===== config.mk =====
export PLATFORM = sky130hd
export DESIGN_NAME = scope_front_end_gain_control_unit
export DESIGN_NICKNAME = d
export VERILOG_FILES = /design/src/hw/rtl/sfegc_pkg.sv /design/src/hw/rtl/sfegc_debounce.sv /design/src/hw/rtl/sfegc_actions.sv /design/src/hw/rtl/scope_front_end_gain_control_unit.sv
export SDC_FILE = /design/constraint.sdc
export NUM_CORES = 1
export LEC_CHECK = 0
export ABC_AREA = 0
export ABC_CLOCK_PERIOD_IN_PS = 4200
export BUFFER_PORTS_ARGS = -buffer_cell sky130_fd_sc_hd__buf_2
export CAP_MARGIN = 20
export CORE_MARGIN = 2
export CORE_UTILIZATION = 45
export CTS_CLUSTER_DIAMETER = 150
export DETAILED_ROUTE_END_ITERATION = 16
export PLACE_DENSITY = 0.68
export SLEW_MARGIN = 10
export SYNTH_ARGS = -nofsm -noshare
export SYNTH_HDL_FRONTEND = slang
export SYNTH_SLANG_ARGS = --single-unit

===== constraint.sdc =====
create_clock -name aclk -period 4.2 [get_ports aclk]
set_clock_uncertainty 0.15 [all_clocks]
set_input_delay 0.21 -clock aclk [delete_from_list [all_inputs] [get_ports aclk]]
set_output_delay 0.21 -clock aclk [all_outputs]
set_load 0.1 [all_outputs]

===== src/hw/rtl/sfegc_pkg.sv =====
// shared types, constants and helpers for the scope front-end gain control
package sfegc_pkg;

    localparam int BUTTON_COUNT = 6;
    localparam int DEB_W        = 16;
    localparam int CFG_GAIN_W   = 5;
    localparam int OUT_GAIN_W   = 5;
    localparam int GAIN_W_MAX   = 8;
    localparam int TRIG_W       = 8;
    localparam int ATT_OH_W     = 3;
    localparam int CFG_IDX_W    = 2;
    localparam int CFG_DATA_W   = 16;
    localparam int S_TDATA_W    = 8;
    localparam int M_TDATA_W    = 32;

    // button bit positions
    localparam int BTN_ZOOM_IN   = 0;
    localparam int BTN_ZOOM_OUT  = 3;
    localparam int BTN_TRIG_DOWN = 4;
    localparam int BTN_TRIG_UP   = 5;

    localparam logic [DEB_W-1:0]  DEB_RESET      = 16'd10000;
    localparam logic [CFG_GAIN_W-1:0] MIN_RESET  = 5'd0;
    localparam logic [CFG_GAIN_W-1:0] MAX_RESET  = 5'd31;
    localparam logic [TRIG_W-1:0] TRIG_RESET     = 8'd128;

    typedef enum logic [1:0] {
        ATT_1_1 = 2'd0,
        ATT_2_1 = 2'd1,
        ATT_5_1 = 2'd2
    } att_t;

    typedef enum logic [CFG_IDX_W-1:0] {
        REG_DEBOUNCE = 2'd0,
        REG_MIN_GAIN = 2'd1,
        REG_MAX_GAIN = 2'd2
    } cfg_reg_t;

    // debounce timer status for the current word
    typedef struct packed {
        logic act;
        logic busy;
    } dbn_status_t;

    // change strobes for the current word
    typedef struct packed {
        logic gain_strobe;
        logic att_strobe;
        logic trig_changed;
    } act_flags_t;

    function automatic logic [ATT_OH_W-1:0] att_onehot(input att_t a);
        logic [ATT_OH_W-1:0] r;
        begin
            case (a)
                ATT_1_1: r = 3'b001;
                ATT_2_1: r = 3'b010;
                ATT_5_1: r = 3'b100;
                default: r = 3'b000;
            endcase
            return r;
        end
    endfunction

endpackage


===== src/hw/rtl/sfegc_debounce.sv =====
// edge detect and debounce wait timer
module sfegc_debounce (
    input  logic                                    aclk,
    input  logic                                    aresetn,
    input  logic                                    en,
    input  logic [sfegc_pkg::BUTTON_COUNT-1:0]      buttons,
    input  logic [sfegc_pkg::DEB_W-1:0]             debounce_ticks,
    output sfegc_pkg::dbn_status_t                  status
);

    logic [sfegc_pkg::BUTTON_COUNT-1:0] last_reg, last_next;
    logic [sfegc_pkg::DEB_W-1:0]        count_reg, count_next;
    logic                               waiting_reg, waiting_next;
    logic                               pend_reg, pend_next;
    logic                               edge_seen;
    logic                               pend_any;
    logic                               act;

    assign edge_seen = |(buttons & ~last_reg);
    assign pend_any  = pend_reg | edge_seen;

    always_comb begin
        last_next    = buttons;
        count_next   = count_reg;
        waiting_next = waiting_reg;
        pend_next    = pend_reg;
        act          = 1'b0;
        if (!waiting_reg) begin
            if (edge_seen) begin
                waiting_next = 1'b1;
                count_next   = '0;
                pend_next    = 1'b0;
            end
        end else begin
            pend_next = pend_any;
            if (count_reg >= debounce_ticks) begin
                act          = 1'b1;
                waiting_next = 1'b0;
                // edges during the wait restart it right away
                if (pend_any) begin
                    waiting_next = 1'b1;
                    count_next   = '0;
                    pend_next    = 1'b0;
                end
            end else begin
                count_next = count_reg + 1'b1;
            end
        end
    end

    always_ff @(posedge aclk) begin
        if (!aresetn) begin
            last_reg    <= '0;
            count_reg   <= '0;
            waiting_reg <= 1'b0;
            pend_reg    <= 1'b0;
        end else if (en) begin
            last_reg    <= last_next;
            count_reg   <= count_next;
            waiting_reg <= waiting_next;
            pend_reg    <= pend_next;
        end
    end

    assign status.act  = act;
    assign status.busy = waiting_next;

endmodule


===== src/hw/rtl/sfegc_actions.sv =====
// gain, attenuator and trigger level state with the button actions
module sfegc_actions #(
    parameter int GAIN_BITS = 5
) (
    input  logic                                    aclk,
    input  logic                                    aresetn,
    input  logic                                    en,
    input  logic                                    act,
    input  logic [sfegc_pkg::BUTTON_COUNT-1:0]      buttons,
    input  logic [sfegc_pkg::CFG_GAIN_W-1:0]        vga_min_gain,
    input  logic [sfegc_pkg::CFG_GAIN_W-1:0]        vga_max_gain,
    output logic [GAIN_BITS-1:0]                    gain,
    output sfegc_pkg::att_t                         atten,
    output logic [sfegc_pkg::TRIG_W-1:0]            trig_level,
    output logic [sfegc_pkg::TRIG_W-1:0]            trig_before,
    output sfegc_pkg::act_flags_t                   flags
);

    localparam logic [GAIN_BITS-1:0] GAIN_TOP = {GAIN_BITS{1'b1}};

    logic [GAIN_BITS-1:0]         gain_reg, gain_next, gain_mid;
    sfegc_pkg::att_t              att_reg, att_next, att_mid;
    logic [sfegc_pkg::TRIG_W-1:0] trig_reg, trig_next, trig_mid;
    logic [sfegc_pkg::TRIG_W-1:0] old_reg, old_next;
    logic [sfegc_pkg::GAIN_W_MAX-1:0] gain_mid_w, gain_cur_w, min_w, max_w;
    logic gl, al, tc;
    logic zin, zout, tdn, tup;

    assign zin  = act & buttons[sfegc_pkg::BTN_ZOOM_IN];
    assign zout = act & buttons[sfegc_pkg::BTN_ZOOM_OUT];
    assign tdn  = act & buttons[sfegc_pkg::BTN_TRIG_DOWN];
    assign tup  = act & buttons[sfegc_pkg::BTN_TRIG_UP];

    assign gain_cur_w = sfegc_pkg::GAIN_W_MAX'(gain_reg);
    assign gain_mid_w = sfegc_pkg::GAIN_W_MAX'(gain_mid);
    assign min_w      = sfegc_pkg::GAIN_W_MAX'(vga_min_gain);
    assign max_w      = sfegc_pkg::GAIN_W_MAX'(vga_max_gain);

    // zoom in, then zoom out on what zoom in left
    always_comb begin
        gain_mid = gain_reg;
        att_mid  = att_reg;
        gl       = 1'b0;
        al       = 1'b0;
        if (zin) begin
            case (att_reg)
                sfegc_pkg::ATT_1_1: begin
                    if (gain_cur_w < max_w && gain_reg != GAIN_TOP) begin
                        gain_mid = gain_reg + 1'b1;
                        gl       = 1'b1;
                    end
                end
                sfegc_pkg::ATT_2_1: begin
                    att_mid = sfegc_pkg::ATT_1_1;
                    al      = 1'b1;
                end
                default: begin
                    att_mid = sfegc_pkg::ATT_2_1;
                    al      = 1'b1;
                end
            endcase
        end
        gain_next = gain_mid;
        att_next  = att_mid;
        if (zout) begin
            if (gain_mid_w == min_w) begin
                case (att_mid)
                    sfegc_pkg::ATT_1_1: begin
                        att_next = sfegc_pkg::ATT_2_1;
                        al       = 1'b1;
                    end
                    sfegc_pkg::ATT_2_1: begin
                        att_next = sfegc_pkg::ATT_5_1;
                        al       = 1'b1;
                    end
                    default: att_next = att_mid;
                endcase
            end else if (gain_mid_w > min_w) begin
                gain_next = gain_mid - 1'b1;
                gl        = 1'b1;
            end
        end
    end

    // trigger down, then trigger up
    always_comb begin
        trig_mid  = trig_reg;
        old_next  = old_reg;
        if (tdn) begin
            old_next = trig_reg;
            trig_mid = trig_reg - 1'b1;
        end
        trig_next = trig_mid;
        if (tup) begin
            old_next  = trig_mid;
            trig_next = trig_mid + 1'b1;
        end
        tc = tdn | tup;
    end

    always_ff @(posedge aclk) begin
        if (!aresetn) begin
            gain_reg <= '0;
            att_reg  <= sfegc_pkg::ATT_1_1;
            trig_reg <= sfegc_pkg::TRIG_RESET;
            old_reg  <= '0;
        end else if (en) begin
            gain_reg <= gain_next;
            att_reg  <= att_next;
            trig_reg <= trig_next;
            old_reg  <= old_next;
        end
    end

    assign gain               = gain_next;
    assign atten              = att_next;
    assign trig_level         = trig_next;
    assign trig_before        = old_next;
    assign flags.gain_strobe  = gl;
    assign flags.att_strobe   = al;
    assign flags.trig_changed = tc;

endmodule


===== src/hw/rtl/scope_front_end_gain_control_unit.sv =====
// top level: config registers, debounce, actions and the result register
//
//  channel   dir  handshake            payload
//  s_        in   s_tvalid/s_tready    s_tdata[5:0] buttons
//  m_        out  m_tvalid/m_tready    m_tdata[27:0] status word
//  cfg_      in   cfg_wr_en            cfg_index, cfg_data
//
// one word in per clock while s_tready is high, result registered in the cycle after acceptance
// the only storage between the channels is a single result register
// s_tready drops only while that register holds a word m_tready has not taken
// all control state resets to its defaults on a synchronous low aresetn, no clearing pass
module scope_front_end_gain_control_unit #(
    parameter int GAIN_BITS = 5
) (
    input  logic                                aclk,
    input  logic                                aresetn,
    input  logic                                s_tvalid,
    output logic                                s_tready,
    // [5:0] buttons, [7:6] zero
    input  logic [sfegc_pkg::S_TDATA_W-1:0]     s_tdata,
    output logic                                m_tvalid,
    input  logic                                m_tready,
    // [4:0] vga_gain, [5] gain strobe, [8:6] atten_enable, [9] atten strobe,
    // [17:10] trigger_level, [25:18] trigger_before, [26] trigger_changed,
    // [27] debounce_busy, [31:28] zero
    output logic [sfegc_pkg::M_TDATA_W-1:0]     m_tdata,
    input  logic                                cfg_wr_en,
    input  logic [sfegc_pkg::CFG_IDX_W-1:0]     cfg_index,
    input  logic [sfegc_pkg::CFG_DATA_W-1:0]    cfg_data
);

    logic [sfegc_pkg::DEB_W-1:0]      deb_reg;
    logic [sfegc_pkg::CFG_GAIN_W-1:0] min_reg;
    logic [sfegc_pkg::CFG_GAIN_W-1:0] max_reg;

    logic                              in_fire;
    logic [sfegc_pkg::BUTTON_COUNT-1:0] buttons;
    sfegc_pkg::dbn_status_t            dbn;
    sfegc_pkg::act_flags_t             flags;
    logic [GAIN_BITS-1:0]              gain;
    sfegc_pkg::att_t                   atten;
    logic [sfegc_pkg::TRIG_W-1:0]      trig_level;
    logic [sfegc_pkg::TRIG_W-1:0]      trig_before;
    logic [sfegc_pkg::GAIN_W_MAX-1:0]  gain_w;
    logic [sfegc_pkg::M_TDATA_W-1:0]   word_next;
    logic [sfegc_pkg::M_TDATA_W-1:0]   m_tdata_reg;
    logic                              m_tvalid_reg, m_tvalid_next;

    always_ff @(posedge aclk) begin
        if (!aresetn) begin
            deb_reg <= sfegc_pkg::DEB_RESET;
            min_reg <= sfegc_pkg::MIN_RESET;
            max_reg <= sfegc_pkg::MAX_RESET;
        end else if (cfg_wr_en) begin
            case (sfegc_pkg::cfg_reg_t'(cfg_index))
                sfegc_pkg::REG_DEBOUNCE: deb_reg <= cfg_data;
                sfegc_pkg::REG_MIN_GAIN: min_reg <= cfg_data[sfegc_pkg::CFG_GAIN_W-1:0];
                sfegc_pkg::REG_MAX_GAIN: max_reg <= cfg_data[sfegc_pkg::CFG_GAIN_W-1:0];
                default: ;
            endcase
        end
    end

    assign s_tready = !m_tvalid_reg || m_tready;
    assign in_fire  = s_tvalid && s_tready;
    assign buttons  = s_tdata[sfegc_pkg::BUTTON_COUNT-1:0];

    sfegc_debounce u_debounce (
        .aclk           (aclk),
        .aresetn        (aresetn),
        .en             (in_fire),
        .buttons        (buttons),
        .debounce_ticks (deb_reg),
        .status         (dbn)
    );

    sfegc_actions #(
        .GAIN_BITS (GAIN_BITS)
    ) u_actions (
        .aclk         (aclk),
        .aresetn      (aresetn),
        .en           (in_fire),
        .act          (dbn.act),
        .buttons      (buttons),
        .vga_min_gain (min_reg),
        .vga_max_gain (max_reg),
        .gain         (gain),
        .atten        (atten),
        .trig_level   (trig_level),
        .trig_before  (trig_before),
        .flags        (flags)
    );

    assign gain_w    = sfegc_pkg::GAIN_W_MAX'(gain);
    assign word_next = {4'b0000,
                        dbn.busy,
                        flags.trig_changed,
                        trig_before,
                        trig_level,
                        flags.att_strobe,
                        sfegc_pkg::att_onehot(atten),
                        flags.gain_strobe,
                        gain_w[sfegc_pkg::OUT_GAIN_W-1:0]};

    always_comb begin
        m_tvalid_next = m_tvalid_reg;
        if (in_fire) begin
            m_tvalid_next = 1'b1;
        end else if (m_tready) begin
            m_tvalid_next = 1'b0;
        end
    end

    always_ff @(posedge aclk) begin
        if (!aresetn) begin
            m_tvalid_reg <= 1'b0;
        end else begin
            m_tvalid_reg <= m_tvalid_next;
        end
    end

    always_ff @(posedge aclk) begin
        if (in_fire) begin
            m_tdata_reg <= word_next;
        end
    end

    assign m_tvalid = m_tvalid_reg;
    assign m_tdata  = m_tdata_reg;

    // attenuator select is always exactly one of the three taps
    a_atten_onehot: assert property (@(posedge aclk) disable iff (!aresetn)
        m_tvalid |-> $onehot(m_tdata[8:6]))
        else $error("attenuator select not one-hot");

    // a trigger step always leaves the old level different from the new one
    a_trig_step: assert property (@(posedge aclk) disable iff (!aresetn)
        m_tvalid && m_tdata[26] |-> (m_tdata[17:10] != m_tdata[25:18]))
        else $error("trigger step left level equal to previous level");

    // an accepted word always shows up in the result register next cycle
    a_accept_to_result: assert property (@(posedge aclk) disable iff (!aresetn)
        in_fire |=> m_tvalid)
        else $error("accepted word produced no result");

    // input stalls only behind a result that is held back
    a_stall_cause: assert property (@(posedge aclk) disable iff (!aresetn)
        !s_tready |-> (m_tvalid && !m_tready))
        else $error("input stalled without a held result");

endmodule

==> results.md <==
* Outcome: finished clean
* Top FF cell, synth: dfxtp_1
* R2r setup slk at 20 ps
* Crit end category: flip-flop
* Max FFs per register at 28
* FP Rows at 40
* RSZ-0062 raised after global routing: yes
* Boundary Pins at between 60 and 70
* Vias in the first global route at about 4700
* Sequential-to-total area share from yosys stat at between 40% and 50%
* Met3 WL at 579 um
* First-pass iteration count of the detailed router at 4
* Global-route wire length before repair at 21910 um
* Antenna Nets Post-Route at 0
* Max Cap Viol at 0
* Core Footprint at between 0.01 and 0.015 sq mm
* Hold Crit Class: in2reg
* Post-synth EDFFs at 28
* Worst-path clk slew at around 70 ps
* I/O Buffers at 58
* Clk Latency, worst-skew pair at between 300 and 400 ps
* Num CTS Buffers at 9
* Width of the die at 115.7 um
* Area leader, netlist: dfxtp_1
* Ys async rst share at 0%
* Top Metal Used: met4
* Dpl hpwl at 9331 um
* Synth cell types at 74
* Worst VDD drop at around 250 uV
* Logic pwr share at 14.3%
* Share of cells above drive strength 1 at between 20% and 30%
* Largest net degree at the start of global routing at 39
* Antenna cells at 0
* Clock Power Share at 38.6%
* Mean Syn Cell Area at roughly 8.6 sq um
* Tot GR Track Use at around a fifth
* Power, Total at ~2.2 mW
* Yosys warnings at 0
* WL/cell at around 15 um
* Starting Density at between 40% and 50%
* Worst Tran Pin Value at approximately 800 ps
* Max-slew violation count at 0
* # H-tree levels at 3
* Clock tree buffer depth at 2
* Sw power at 0.6141 mW
* Relative slew margins at a little under half
* Pwr dens at approximately 320 mW/mm^2
* Leak Pwr at 2.937 nW
* Cell area after synthesis at 0.005619 sq mm
* Period Utilization, post-route at ~99%
* Synth Instances at between 600 and 700
* Metal-1 WL at ~6000 um
* Global route overflow at 0
* Critical-path maximum fanout at 5
* Proportion of netlist area held by the largest area contributor at 26.36%
* TritonCTS clock tree: yes
* Sequential share of power at between 40% and 50%
* CP arrival at roughly 4100 ps
* Die area at approximately 0.013 sq mm
* Final number of setup-violating endpoints at 0
* Die Y at ~120 um
* 1st-iter DRT viols at roughly 290
* CP Data Required Time at ~4200 ps
* TritonCTS Sinks at around 100
* Nets at ~810
* Post-synthesis sequential element count at about 100
* Sw Ratio at 27.46%
* Routed wl met2 at approximately 6700 um
* Most common cell after layout, fill and taps aside: nand2_1
* Area growth, synth to finish at 24.52%
* Worst setup margin at 21.84 ps
* Internal at 1.622 mW
* Hold Vio Cnt, Final at 0
* WS Path Type: reg2reg
* Most frequent cells in the layout: nand2_1 (108), dfxtp_1 (68), buf_2 (58), a21oi_1 (45), nor2_1 (44)
* Synth area leaders: dfxtp_1 (26%), edfxtp_1 (15%), nand2_1 (7.3%)
* CTS root buf: clkbuf_16
* Residual DRC at 0
* Via count at between 4000 and 5000
* Routed wire length at 13560 um
* Pre-CTS setup slack at -99.73 ps
* Startpoint types: flip-flop
* Vias per cell at about 5.4
* Fmax at approximately 240 MHz
* Initial antenna violation count at 0
* Routability cong. at around 0.93
* Post-layout minimum cycle time at roughly 4200 ps
per-layer routing:
| metal | track usage [%] | vias to the layer above |
|---|---|---|
| met1 | 25.39 | 2345 |
| met4 | 8.254 | 0 |
| met5 | 0 | - |
| met2 | 36.45 | 110 |
| li1 | - | 2464 |
| met3 | 4.289 | 20 |
worst paths after layout:
kind	from	to	cells after the start
max	u_debounce.count_reg[13]$_SDFFE_PN0P_	m_tdata[4]$_DFFE_PP_	16
min reg2reg	deb_reg[14]$_SDFFE_PN0P_	deb_reg[14]$_SDFFE_PN0P_	2
max reg2reg	u_debounce.count_reg[13]$_SDFFE_PN0P_	m_tdata[4]$_DFFE_PP_	16
min	m_tready	m_tvalid$_SDFFE_PN0P_	3
final cells by class:
class,instances,area (sq um)
fillers,1088,5115
multi-input cells,472,3172
flip-flops and latches,102,2330
repair buffers,120,815.8
clock buffers,13,260.3
well taps,168,210.2
inverters,44,165.2
clock inverters,3,43.79
kinds of logic (layout without fill, tap and decap cells):
group	count (synthesis)	after routing	share of synthesized area, %
buf+inv	81	180	5.856
other cells	1	4	0.06674
xor+xnor	42	42	6.547
simple gates	250	250	21.04
flops	102	102	41.33
mux	17	17	3.095
compound gates	128	128	15.16
fa+ha+maj	31	31	6.903
power by group through the flow:
stage               clock, mW  combinational (mW)  sequential [mW]
floorplan                   0               0.137             1.16
detailed placement          0               0.293             1.08
CTS                     0.884               0.309             1.05
global placement            0               0.287             1.07
finish                  0.863               0.320             1.05
global route            0.914               0.342             1.06
synth_stat cells (3+ instances only):
| cell type | n |
|---|---|
| nand2_1 | 109 |
| dfxtp_1 | 74 |
| a21oi_1 | 46 |
| inv_1 | 44 |
| nor2_1 | 44 |
| xnor2_1 | 33 |
| ha_1 | 31 |
| edfxtp_1 | 28 |
| clkbuf_1 | 24 |
| nand3_1 | 24 |
| nor3_1 | 17 |
| o21ai_0 | 17 |
| mux2i_1 | 14 |
| nand4_1 | 9 |
| xor2_1 | 9 |
| a31oi_1 | 8 |
| and3_1 | 7 |
| o211ai_1 | 7 |
| buf_1 | 6 |
| nand2b_1 | 5 |
| o22ai_1 | 5 |
| a21o_1 | 4 |
| and2_1 | 4 |
| buf_4 | 4 |
| nor4_1 | 4 |
| or4_1 | 4 |
| a211o_1 | 3 |
| nand3b_1 | 3 |
| nor2b_1 | 3 |
| o21a_1 | 3 |
| o31a_1 | 3 |
| or3_1 | 3 |
worst max-delay path, cell delays in order, from the launching register on:
cell      delay, ps
dfxtp_1         350
ha_4            290
and4_4          250
nand4_4          80
or4_4           570
a31oi_4         300
nand2_2         100
mux2i_1         200
inv_1           120
ha_4            290
nand3_2          70
a21oi_2         130
o21ai_2          80
or3_4           330
and4bb_4        410
nand3_2          90
xnor2_1         120
metrics by stage:
step | util (%) | instances | hold WS (ps) | cell area (sq um) | TNS (ps)
final | 57.77 | 922 | 29.59 | 6997 | 0
after CTS | 56.35 | 915 | 10.30 | 6825 | 0
after global routing | 57.77 | 922 | 48.13 | 6997 | -772.4
after global placement | 52.05 | 878 | 292.3 | 6304 | 0
after detailed placement | 52.05 | 878 | 293.4 | 6304 | -410.8
after floorplan | - | 655 | 185.1 | 5719 | 0
what timing repair did:
item	CTS	global route
endpoints found under the hold margin	30	0
endpoints found under the setup margin	8	17
hold buffers	21	0
gates resized for setup	3	28
pin swaps	1	19
setup buffers	0	5
Power figures use the tool's default switching activity.
